<file path="config.mk">
export PLATFORM = sky130hd
export DESIGN_NAME = hsl_to_rgb_converter
export DESIGN_NICKNAME = d
export VERILOG_FILES = /design/src/hw/rtl/hsl2rgb_pkg.sv /design/src/hw/rtl/hsl_to_rgb_converter.sv
export SDC_FILE = /design/constraint.sdc
export NUM_CORES = 2
export LEC_CHECK = 0
export ABC_AREA = 1
export BUFFER_PORTS_ARGS = -buffer_cell sky130_fd_sc_hd__buf_2
export CORE_UTILIZATION = 40
export CTS_CLUSTER_SIZE = 28
export DETAILED_ROUTE_END_ITERATION = 7
export GPL_TIMING_DRIVEN = 0
export PLACE_DENSITY_LB_ADDON = 0.1
export RECOVER_POWER = 25
export SLEW_MARGIN = 20
export SYNTH_ARGS = -nofsm -noshare
export SYNTH_HDL_FRONTEND = slang
export SYNTH_SLANG_ARGS = --single-unit
</file>
<file path="constraint.sdc">
create_clock -name clock -period 8.2 [get_ports clock]
set_input_delay 0.82 -clock clock [delete_from_list [all_inputs] [get_ports clock]]
set_output_delay 0.82 -clock clock [all_outputs]
set_load 0.05 [all_outputs]
</file>
<file path="src/hw/rtl/hsl2rgb_pkg.sv">
// Shared types and constants of the HSL to RGB converter.
`default_nettype none

package hsl2rgb_pkg;

   localparam int CHAN_W   = 8;
   localparam int NUM_CHAN = 3;

   typedef logic [CHAN_W-1:0] chan_type;

   // Shape of the hue rule in the sector that a channel's hue falls into.
   typedef enum logic [1:0] {
      SECTOR_RISE = 2'b00,
      SECTOR_HIGH = 2'b01,
      SECTOR_FALL = 2'b10,
      SECTOR_LOW  = 2'b11
   } sector_type;

endpackage

`default_nettype wire

</file>
<file path="src/hw/rtl/hsl_to_rgb_converter.sv">
// HSL to RGB color converter, a five-stage pipeline with stream ports.
`default_nettype none

// Converts one color word per clock, unless rsp_ stalls, from hue, saturation and
// lightness to 8-bit red, green and blue. Each word passes from acceptance on req_ to
// the result on rsp_ through five register stages: clamp and hue offsets with the l*s
// product, q/p and hue sector, the three sector multipliers, the channel value, and the
// byte scaling. Every stage has its own valid bit and its own ready, so a stalled rsp_
// side fills the pipeline's empty stages first and nothing is lost or repeated. Hue
// wraps at one turn; saturation and lightness above one are taken as one.
module hsl_to_rgb_converter
   import hsl2rgb_pkg::*;
#(
   parameter int FRAC_BITS = 15
) (
   input  wire                                  clock,
   input  wire                                  reset,
   input  wire                                  req_tvalid,
   output logic                                 req_tready,
   // Fields from bit 0 up: hue_turn, saturation, lightness, zero fill.
   input  wire  [8*((3*FRAC_BITS+9)/8)-1:0]     req_tdata,
   output logic                                 rsp_tvalid,
   input  wire                                  rsp_tready,
   // Fields from bit 0 up: red, green, blue.
   output logic [NUM_CHAN*CHAN_W-1:0]           rsp_tdata
);

   localparam int F      = FRAC_BITS;
   localparam int SL_W   = F + 1;
   localparam int U_W    = F + 3;
   localparam int PROD_W = 2 * SL_W;
   localparam int SC_W   = SL_W + 8;

   localparam logic [SL_W-1:0] ONE_SL  = SL_W'(1) << F;
   localparam logic [SL_W-1:0] HALF_SL = ONE_SL >> 1;
   localparam logic [U_W-1:0]  ONE_U   = U_W'(1) << F;
   localparam logic [U_W-1:0]  TWO_U   = U_W'(2) << F;
   localparam logic [U_W-1:0]  THREE_U = U_W'(3) << F;
   localparam logic [U_W-1:0]  FOUR_U  = U_W'(4) << F;
   localparam logic [U_W-1:0]  SIX_U   = U_W'(6) << F;
   localparam logic [SC_W-1:0] MAX_SC  = SC_W'(255);

   // Per-stage handshake.
   logic v1_ff, v2_ff, v3_ff, v4_ff, v5_ff;
   logic rdy1, rdy2, rdy3, rdy4, rdy5;

   assign rdy5 = !v5_ff || rsp_tready;
   assign rdy4 = !v4_ff || rdy5;
   assign rdy3 = !v3_ff || rdy4;
   assign rdy2 = !v2_ff || rdy3;
   assign rdy1 = !v1_ff || rdy2;
   assign req_tready = rdy1;

   always_ff @(posedge clock) begin
      if (reset) begin
         v1_ff <= 1'b0;
         v2_ff <= 1'b0;
         v3_ff <= 1'b0;
         v4_ff <= 1'b0;
         v5_ff <= 1'b0;
      end else begin
         if (rdy1) v1_ff <= req_tvalid;
         if (rdy2) v2_ff <= v1_ff;
         if (rdy3) v3_ff <= v2_ff;
         if (rdy4) v4_ff <= v3_ff;
         if (rdy5) v5_ff <= v4_ff;
      end
   end

   // Stage 1: clamp, hue offsets, l*s.
   logic [F-1:0]      h_raw;
   logic [SL_W-1:0]   s_raw, l_raw, s_c, l_c;
   logic [U_W-1:0]    u_g;
   logic [U_W:0]      sum_r, sum_b;
   logic [U_W-1:0]    s1_u_in [NUM_CHAN];
   logic [PROD_W-1:0] s1_ls_in;

   logic [U_W-1:0]    s1_u_ff [NUM_CHAN];
   logic [PROD_W-1:0] s1_ls_ff;
   logic [SL_W-1:0]   s1_l_ff, s1_s_ff;
   logic              s1_grey_ff;

   always_comb begin
      h_raw = req_tdata[F-1:0];
      s_raw = req_tdata[2*F:F];
      l_raw = req_tdata[3*F+1:2*F+1];
      s_c   = (s_raw > ONE_SL) ? ONE_SL : s_raw;
      l_c   = (l_raw > ONE_SL) ? ONE_SL : l_raw;
      u_g   = (U_W'(h_raw) << 2) + (U_W'(h_raw) << 1);
      sum_r = {1'b0, u_g} + {1'b0, TWO_U};
      sum_b = {1'b0, u_g} + {1'b0, FOUR_U};
      s1_u_in[0] = (sum_r >= {1'b0, SIX_U}) ? U_W'(sum_r - {1'b0, SIX_U}) : U_W'(sum_r);
      s1_u_in[1] = u_g;
      s1_u_in[2] = (sum_b >= {1'b0, SIX_U}) ? U_W'(sum_b - {1'b0, SIX_U}) : U_W'(sum_b);
      s1_ls_in   = l_c * s_c;
   end

   always_ff @(posedge clock) begin
      if (rdy1) begin
         s1_u_ff    <= s1_u_in;
         s1_ls_ff   <= s1_ls_in;
         s1_l_ff    <= l_c;
         s1_s_ff    <= s_c;
         s1_grey_ff <= (s_c == '0);
      end
   end

   // Stage 2: q, p, q-p and the hue sector of each channel.
   logic [SL_W:0]     q_lo_sum;
   logic [PROD_W:0]   big_hi;
   logic [SL_W-1:0]   q_val, q_diff;
   logic [SL_W:0]     p_w;
   logic [SL_W-1:0]   s2_q_in, s2_p_in, s2_d_in;
   sector_type        s2_kind_in [NUM_CHAN];
   logic [SL_W-1:0]   s2_t_in    [NUM_CHAN];
   logic [U_W-1:0]    fall_t     [NUM_CHAN];

   logic [SL_W-1:0]   s2_q_ff, s2_p_ff, s2_d_ff, s2_l_ff;
   sector_type        s2_kind_ff [NUM_CHAN];
   logic [SL_W-1:0]   s2_t_ff    [NUM_CHAN];
   logic              s2_grey_ff;

   always_comb begin
      q_lo_sum = {1'b0, s1_l_ff} + {1'b0, SL_W'(s1_ls_ff >> F)};
      // For lightness of one half and above, q = l + s - l*s rounded down.
      big_hi = (((PROD_W+1)'(s1_l_ff) + (PROD_W+1)'(s1_s_ff)) << F)
               - (PROD_W+1)'(s1_ls_ff);
      if (s1_l_ff < HALF_SL) begin
         q_val = q_lo_sum[SL_W-1:0];
      end else begin
         q_val = SL_W'(big_hi >> F);
      end
      p_w     = {s1_l_ff, 1'b0} - {1'b0, q_val};
      q_diff  = q_val - s1_l_ff;
      s2_q_in = q_val;
      s2_p_in = p_w[SL_W-1:0];
      // q - p equals twice q - l, which never exceeds one.
      s2_d_in = {q_diff[SL_W-2:0], 1'b0};
      for (int i = 0; i < NUM_CHAN; i++) begin
         fall_t[i] = FOUR_U - s1_u_ff[i];
         priority if (s1_u_ff[i] < ONE_U) begin
            s2_kind_in[i] = SECTOR_RISE;
            s2_t_in[i]    = SL_W'(s1_u_ff[i]);
         end else if (s1_u_ff[i] < THREE_U) begin
            s2_kind_in[i] = SECTOR_HIGH;
            s2_t_in[i]    = '0;
         end else if (s1_u_ff[i] < FOUR_U) begin
            s2_kind_in[i] = SECTOR_FALL;
            s2_t_in[i]    = SL_W'(fall_t[i]);
         end else begin
            s2_kind_in[i] = SECTOR_LOW;
            s2_t_in[i]    = '0;
         end
      end
   end

   always_ff @(posedge clock) begin
      if (rdy2) begin
         s2_q_ff    <= s2_q_in;
         s2_p_ff    <= s2_p_in;
         s2_d_ff    <= s2_d_in;
         s2_l_ff    <= s1_l_ff;
         s2_kind_ff <= s2_kind_in;
         s2_t_ff    <= s2_t_in;
         s2_grey_ff <= s1_grey_ff;
      end
   end

   // Stage 3: one multiplier per channel for the sloped sectors.
   logic [PROD_W-1:0] s3_prod_in [NUM_CHAN];

   logic [PROD_W-1:0] s3_prod_ff [NUM_CHAN];
   sector_type        s3_kind_ff [NUM_CHAN];
   logic [SL_W-1:0]   s3_q_ff, s3_p_ff, s3_l_ff;
   logic              s3_grey_ff;

   always_comb begin
      for (int i = 0; i < NUM_CHAN; i++) begin
         s3_prod_in[i] = s2_d_ff * s2_t_ff[i];
      end
   end

   always_ff @(posedge clock) begin
      if (rdy3) begin
         s3_prod_ff <= s3_prod_in;
         s3_kind_ff <= s2_kind_ff;
         s3_q_ff    <= s2_q_ff;
         s3_p_ff    <= s2_p_ff;
         s3_l_ff    <= s2_l_ff;
         s3_grey_ff <= s2_grey_ff;
      end
   end

   // Stage 4: channel value in Q1.F.
   logic [SL_W:0]   slope_sum [NUM_CHAN];
   logic [SL_W-1:0] s4_v_in   [NUM_CHAN];

   logic [SL_W-1:0] s4_v_ff [NUM_CHAN];
   logic            s4_grey_ff;

   always_comb begin
      for (int i = 0; i < NUM_CHAN; i++) begin
         slope_sum[i] = {1'b0, s3_p_ff} + {1'b0, SL_W'(s3_prod_ff[i] >> F)};
         unique case (s3_kind_ff[i])
            SECTOR_RISE: s4_v_in[i] = slope_sum[i][SL_W-1:0];
            SECTOR_FALL: s4_v_in[i] = slope_sum[i][SL_W-1:0];
            SECTOR_HIGH: s4_v_in[i] = s3_q_ff;
            SECTOR_LOW:  s4_v_in[i] = s3_p_ff;
            default:     s4_v_in[i] = s3_p_ff;
         endcase
         if (s3_grey_ff) begin
            s4_v_in[i] = s3_l_ff;
         end
      end
   end

   always_ff @(posedge clock) begin
      if (rdy4) begin
         s4_v_ff    <= s4_v_in;
         s4_grey_ff <= s3_grey_ff;
      end
   end

   // Stage 5: scale by 255, drop the fraction, limit to one byte.
   logic [SC_W-1:0] scaled  [NUM_CHAN];
   logic [SC_W-1:0] whole   [NUM_CHAN];
   chan_type        s5_c_in [NUM_CHAN];

   chan_type        s5_c_ff [NUM_CHAN];
   logic            s5_grey_ff;

   always_comb begin
      for (int i = 0; i < NUM_CHAN; i++) begin
         scaled[i]  = {s4_v_ff[i], 8'h00} - SC_W'(s4_v_ff[i]);
         whole[i]   = scaled[i] >> F;
         s5_c_in[i] = (whole[i] > MAX_SC) ? '1 : CHAN_W'(whole[i]);
      end
   end

   always_ff @(posedge clock) begin
      if (rdy5) begin
         s5_c_ff    <= s5_c_in;
         s5_grey_ff <= s4_grey_ff;
      end
   end

   assign rsp_tvalid = v5_ff;
   assign rsp_tdata  = {s5_c_ff[2], s5_c_ff[1], s5_c_ff[0]};

`ifndef SYNTHESIS
   a_stall_holds: assert property (@(posedge clock) disable iff (reset)
      (v3_ff && !rdy3) |=> v3_ff)
      else $error("stalled middle stage dropped its word");

   a_empty_ready: assert property (@(posedge clock) disable iff (reset)
      !rsp_tvalid |-> req_tready)
      else $error("input not ready although the output stage is empty");

   a_drain: assert property (@(posedge clock) disable iff (reset)
      (v5_ff && rsp_tready && !v4_ff) |=> !rsp_tvalid)
      else $error("output word repeated after it was taken");

   a_grey: assert property (@(posedge clock) disable iff (reset)
      (v5_ff && s5_grey_ff) |-> (s5_c_ff[0] == s5_c_ff[1] && s5_c_ff[1] == s5_c_ff[2]))
      else $error("zero saturation gave unequal channels");
`endif

endmodule

`default_nettype wire
</file>
**After elaboration in Yosys (flattened, before gate mapping)**

Index checks and enable logic that the tools add are counted.

- Reduce and logical (&&, ||, !) cells: 20
- Bitwise gates (word level): 0
- Multiply operators: 4
- Divide/modulo/power cells: 0
- Equal/unequal tests: 9
- Magnitude comparators: 17
- Add/sub/neg operators: 19
- Multiplexer cells: 26
- Shift-type cells: 0

Operators by type and width:

| operator | count |
|---|---|
| 2-to-1 mux 16 bit | 15 |
| case mux 16 bit (3 select lines) | 3 |
| multiplier 15 x 16 -> 30 bit | 3 |
| adder 16 bit | 5 |
| subtractor 24 x 16 -> 24 bit | 3 |
| less-than comparator 18 x 16 -> 1 bit (second input constant) | 3 |
| less-than comparator 18 x 17 -> 1 bit (second input constant) | 3 |
| less-than comparator 18 bit (second input constant) | 3 |
| subtractor 1 x 16 -> 16 bit (first input constant) | 3 |
| greater-or-equal comparator 19 x 18 -> 1 bit (second input constant) | 2 |
| 2-to-1 mux 18 bit | 2 |
| subtractor 18 bit (second input constant) | 2 |
| > comparator 16 bit (second input constant) | 2 |
| multiplier 16 x 16 -> 31 bit | 1 |
| subtractor 31 bit | 1 |
| > comparator 9 x 8 -> 1 bit (second input constant) | 3 |
| adder 18 x 17 -> 19 bit (second input constant) | 1 |
| adder 18 x 18 -> 19 bit (second input constant) | 1 |
| adder 17 x 16 -> 18 bit | 1 |
| zero test 16 bit | 1 |
| less-than comparator 16 x 15 -> 1 bit (second input constant) | 1 |
| subtractor 16 bit | 1 |
| subtractor 15 bit | 1 |
| == test 2 bit (second input constant) | 6 |
| 6 further kinds | 28 |

- Register bits: 461
- Bits in writable memories: 0
- Input bits: 52
- Logic and storage cells: 137
- Memory bits (read-only): 0
- Latch bits: 0
- Output and inout bits: 26
- Memories: 0

**Logic depth before layout (Yosys ltp)**

- Depth after elaboration: 6
- Depth in mapped cells: 31
- Gate-level depth less buffers: 31

**Worst setup path before layout**

Ideal clock, no wire load.

- Path kind: input to output
- Start: in rsp_tready
- End: out req_tready
- Data arrival time: 7.038 ns
- Data required time: 7.380 ns
- Setup slack: 0.342 ns
- Buffers on the path: 0
- Stages on the path: 8
- Cell sequence: nor2_1 -> inv_1 -> nor2_1 -> inv_1 -> nor2_1 -> inv_1 -> nor2_1 -> nand2_1

- Word-level cells in the longest chain between the ends: 5

RTL lines:

| item | RTL line | text |
|---|---|---|
| from (decl) | hsl_to_rgb_converter.sv:23 | `input wire rsp_tready,` |
| logical OR 1 bit | hsl_to_rgb_converter.sv:47 | `assign rdy5 = !v5_ff \|\| rsp_tready;` |
| net rdy5 | hsl_to_rgb_converter.sv:45 | `logic rdy1, rdy2, rdy3, rdy4, rdy5;` |
| logical OR 1 bit | hsl_to_rgb_converter.sv:48 | `assign rdy4 = !v4_ff \|\| rdy5;` |
| net rdy4 | hsl_to_rgb_converter.sv:45 |  |
| logical OR 1 bit | hsl_to_rgb_converter.sv:49 | `assign rdy3 = !v3_ff \|\| rdy4;` |
| net rdy3 | hsl_to_rgb_converter.sv:45 |  |
| logical OR 1 bit | hsl_to_rgb_converter.sv:50 | `assign rdy2 = !v2_ff \|\| rdy3;` |
| logical OR 1 bit | hsl_to_rgb_converter.sv:51 | `assign rdy1 = !v1_ff \|\| rdy2;` |
| to (decl) | hsl_to_rgb_converter.sv:19 | `output logic req_tready,` |

The timed path passes the listed nets, and every way through them passes these cells.

**Final worst setup path**

- Start: in req_tdata[46]
- End: reg s1_ls_ff[21] (data pin)

- Word-level cells in the longest chain between the ends: 3

RTL lines:

| item | RTL line | text |
|---|---|---|
| from (decl) | hsl_to_rgb_converter.sv:21 | `input wire [8*((3*FRAC_BITS+9)/8)-1:0] req_tdata,` |
| > comparator 16 bit | hsl_to_rgb_converter.sv:88 | `l_c = (l_raw > ONE_SL) ? ONE_SL : l_raw;` |
| 2-to-1 mux 16 bit | hsl_to_rgb_converter.sv:88 |  |
| net l_c[14] | hsl_to_rgb_converter.sv:72 | `logic [SL_W-1:0] s_raw, l_raw, s_c, l_c;` |
| multiplier 16 x 16 -> 31 bit | hsl_to_rgb_converter.sv:95 | `s1_ls_in = l_c * s_c;` |
| net s1_ls_in[21] | hsl_to_rgb_converter.sv:76 | `logic [PROD_W-1:0] s1_ls_in;` |
| to (signal assigned) | hsl_to_rgb_converter.sv:101 | `s1_ls_ff <= s1_ls_in;` |
| to (decl) | hsl_to_rgb_converter.sv:79 | `logic [PROD_W-1:0] s1_ls_ff;` |

The timed path passes the listed nets, and every way through them passes these cells.
A chain may end at the register's enable or synchronous reset.

==> metrics.txt <==
status finished with violations; failing checks design-rule violations; r2r endpoint s3_prod_ff[20]; hold_sp s2_p_ff[3]; post-synthesis cell type count between 50 and 60; worst hold path depth 0; overall overflow remaining after global route 0; P&R area growth vs syn 7.71%; largest net degree at the start of global routing 77; Hold Slack between 0.3 and 0.4 ns; global placer's final weighted congestion 0.936; WHS Endpoint s3_p_ff[3]; Worst Setup End Kind flop; vias in the first global route 43498; nets 7862; post-CTS sizing 0; Worst path top cell family by delay adder cells; Clock Pin Slew Worst Setup and Hold Paths 0.06 ns; Mapped Cells 6464; IO Pins 78; DR WL/cell approximately 20 um; Sink Count 378; initial antenna violation count 7; fraction of registers with async set/reset 0%; Fmax 129 MHz; max incr delay on CP 0.60 ns; Final setup viols 0; Slew HR 19.9%; Slew Limit Fails 0; worst path bufs/invs 6; Cell Area, Synth around 53000 um^2; input/output buffers 75; R2R setup slack 0.96 ns; first-pass GRT wire length 257000 um; aggregate routed wire length 167000 um; Synth top area share 26.3%; Setup Skew approximately 0.054 ns; clk_lat worst skew 0.63 ns; vias 42513; First-pass DRT Iterations 7; root buf cell clkbuf_16; reg-to-reg startpoint s2_d_ff[7]; Max H-tree Level 2; total core area 131000 um^2; Initial DRC Count about 2800; number of buffers created by CTS 43; CP Cell Sequence buf_2 -> clkinv_1 -> nand2_1 -> clkinv_1 -> nand2_1 -> fa_1 -> fa_1 -> inv_1 -> fa_1 -> fa_1 -> fa_1 -> inv_1 -> fa_1 -> inv_1 -> ha_1 -> a21oi_1 -> a21boi_0 -> o21ai_0 -> a21oi_1 -> o21ai_0 -> xor2_1; Core Rows 133; number of synthesized register bits 378; syn avg cell area between 8 and 9 um^2; vias per cell 5.07; syn nets 7738; critical path data arrival time 8.09 ns; Max Root-Sink Buffers 3; DRC errors left 8; Worst Reg-to-Reg Cells 20; Seq/Total Area, Yosys 21.4%; Startpoint Class input port; top cells by area, synth fa_1 26%, edfxtp_1 21%, ha_1 12%; buffers inserted by post-CTS timing repair 0; Final Hold Fails 0; Critical Path RT roughly 8.6 ns; final core occ 43.4%; setup TNS 0 ns; post-route worst setup slack 0.467 ns; Placement Setup Slack -0.0312 ns; post-route ant nets 0; CTS tree built; max cap viols 0; min cycle time layout 7.73 ns; Post-synth top flop edfxtp_1; most common cell after layout, fill and taps aside nand2_1; Tot GR Track Use between 20% and 30%; Die ar. 134000 um^2; CP max FO 10; HPWL after DPL 140000 um; cts-stage hold buffer count 0; Critical-path top delay cell nand2_1; chip width roughly 370 um; Tcrit/Tclk final 94.3%; worst min path class reg2reg; Post-synth EDFFs 373; RSZ-0062 raised after global routing false; Crit Path Class in2reg; Starting Density 40.3%; height of the die roughly 370 um; Tightest Pin Transition 1.20 ns; commonest cells after routing, fill and taps aside 1624 x nand2_1, 1452 x inv_1, 696 x fa_1, 526 x ha_1, 411 x nor2_1; Syn. warnings 0; Worst path most repeated cell fa_1; share of cells above drive strength 1 2.70%; Synth area leader fa_1; fillers ~13000
## routing by layer
layer | up-vias | share of wire (%) | GRT usage (%)
li1 | 20273 | - | -
met4 | 0 | 3.0 | 7.13
met3 | 225 | 6.1 | 3.37
met2 | 1179 | 45 | 40.9
met1 | 20836 | 46 | 35.0
met5 | - | 0 | 0
## worst max path at each step
| stage | startpoint | endpoint | slack (ns) | cells past startpoint |
|---|---|---|---|---|
| floorplan | rsp_tready | req_tready | 0.34 | 8 |
| global placement | rsp_tready | req_tready | -2.89 | 10 |
| detailed placement | req_tdata[46] | s1_ls_ff[21] | -0.03 | 21 |
| CTS | req_tdata[46] | s1_ls_ff[21] | 0.62 | 21 |
| global route | req_tdata[46] | s1_ls_ff[29] | 0.28 | 22 |
| finish | req_tdata[46] | s1_ls_ff[21] | 0.47 | 21 |
## state kept, by name, summed over array words and instances, names as in the netlist, 6 cells and up
register / flops
s4_v_ff: 48
s2_d_ff: 15
s2_q_ff: 16
s2_t_ff: 45
s3_prod_ff: 48
s2_p_ff: 15
s1_l_ff: 16
s2_l_ff: 16
s1_s_ff: 16
s2_kind_ff: 6
s3_l_ff: 16
rsp_tdata: 24
s3_q_ff: 16
s3_p_ff: 15
s1_u_ff: 21
s3_kind_ff: 6
s1_ls_ff: 31
## logic make-up after synthesis
group | synth area share, %
AOI/OAI and AO/OA | 7.27
xor gates and xnor gates | 2.84
adders and majority gates | 38.8
buffers and inverters | 11.7
DFF | 21.4
and+or+nand+nor | 18.1
## stage by stage
| step | instance area, um^2 | cells |
|---|---|---|
| floorplan | 52900 | 6464 |
| global placement | 55500 | 8294 |
| detailed placement | 55600 | 8298 |
| CTS | 57100 | 8378 |
| global route | 57000 | 8378 |
| finish | 57000 | 8379 |
## Yosys cell counts (4+ instances only)
cell,count
nor4_1,18
nand3b_1,7
o21bai_1,29
o22ai_1,61
o21a_1,10
edfxtp_1,373
or2_2,8
a21o_1,26
o211ai_1,9
o31ai_1,7
a31oi_1,14
o221ai_1,23
xor2_1,102
fa_1,696
nor3_1,56
ha_1,526
nor3b_1,4
buf_2,19
nand3_1,182
o21ai_0,157
a21boi_0,5
clkinv_1,11
nand4_1,39
nand2_1,1625
dfxtp_1,5
nor2_2,9
nor2_1,408
xnor2_1,61
o21ai_1,15
clkbuf_1,147
buf_1,4
nand2_2,7
inv_1,1454
a21oi_1,303
## cell type report
class	instances	area (um^2)	share of cell area, %
antenna	1	2.50	0.00439
buffer	173	673	1.18
clock buffer	52	1110	1.95
clock inverter	28	349	0.612
inverter	1468	5520	9.68
multi-input combinational	4445	35400	62.1
sequential	378	11300	19.8
tap	1755	2200	3.85
timing repair buffer	79	440	0.773
Power is left out: the tool's default activity adds up to more than one toggle a clock period on the data nets, which glitch-free logic cannot reach.
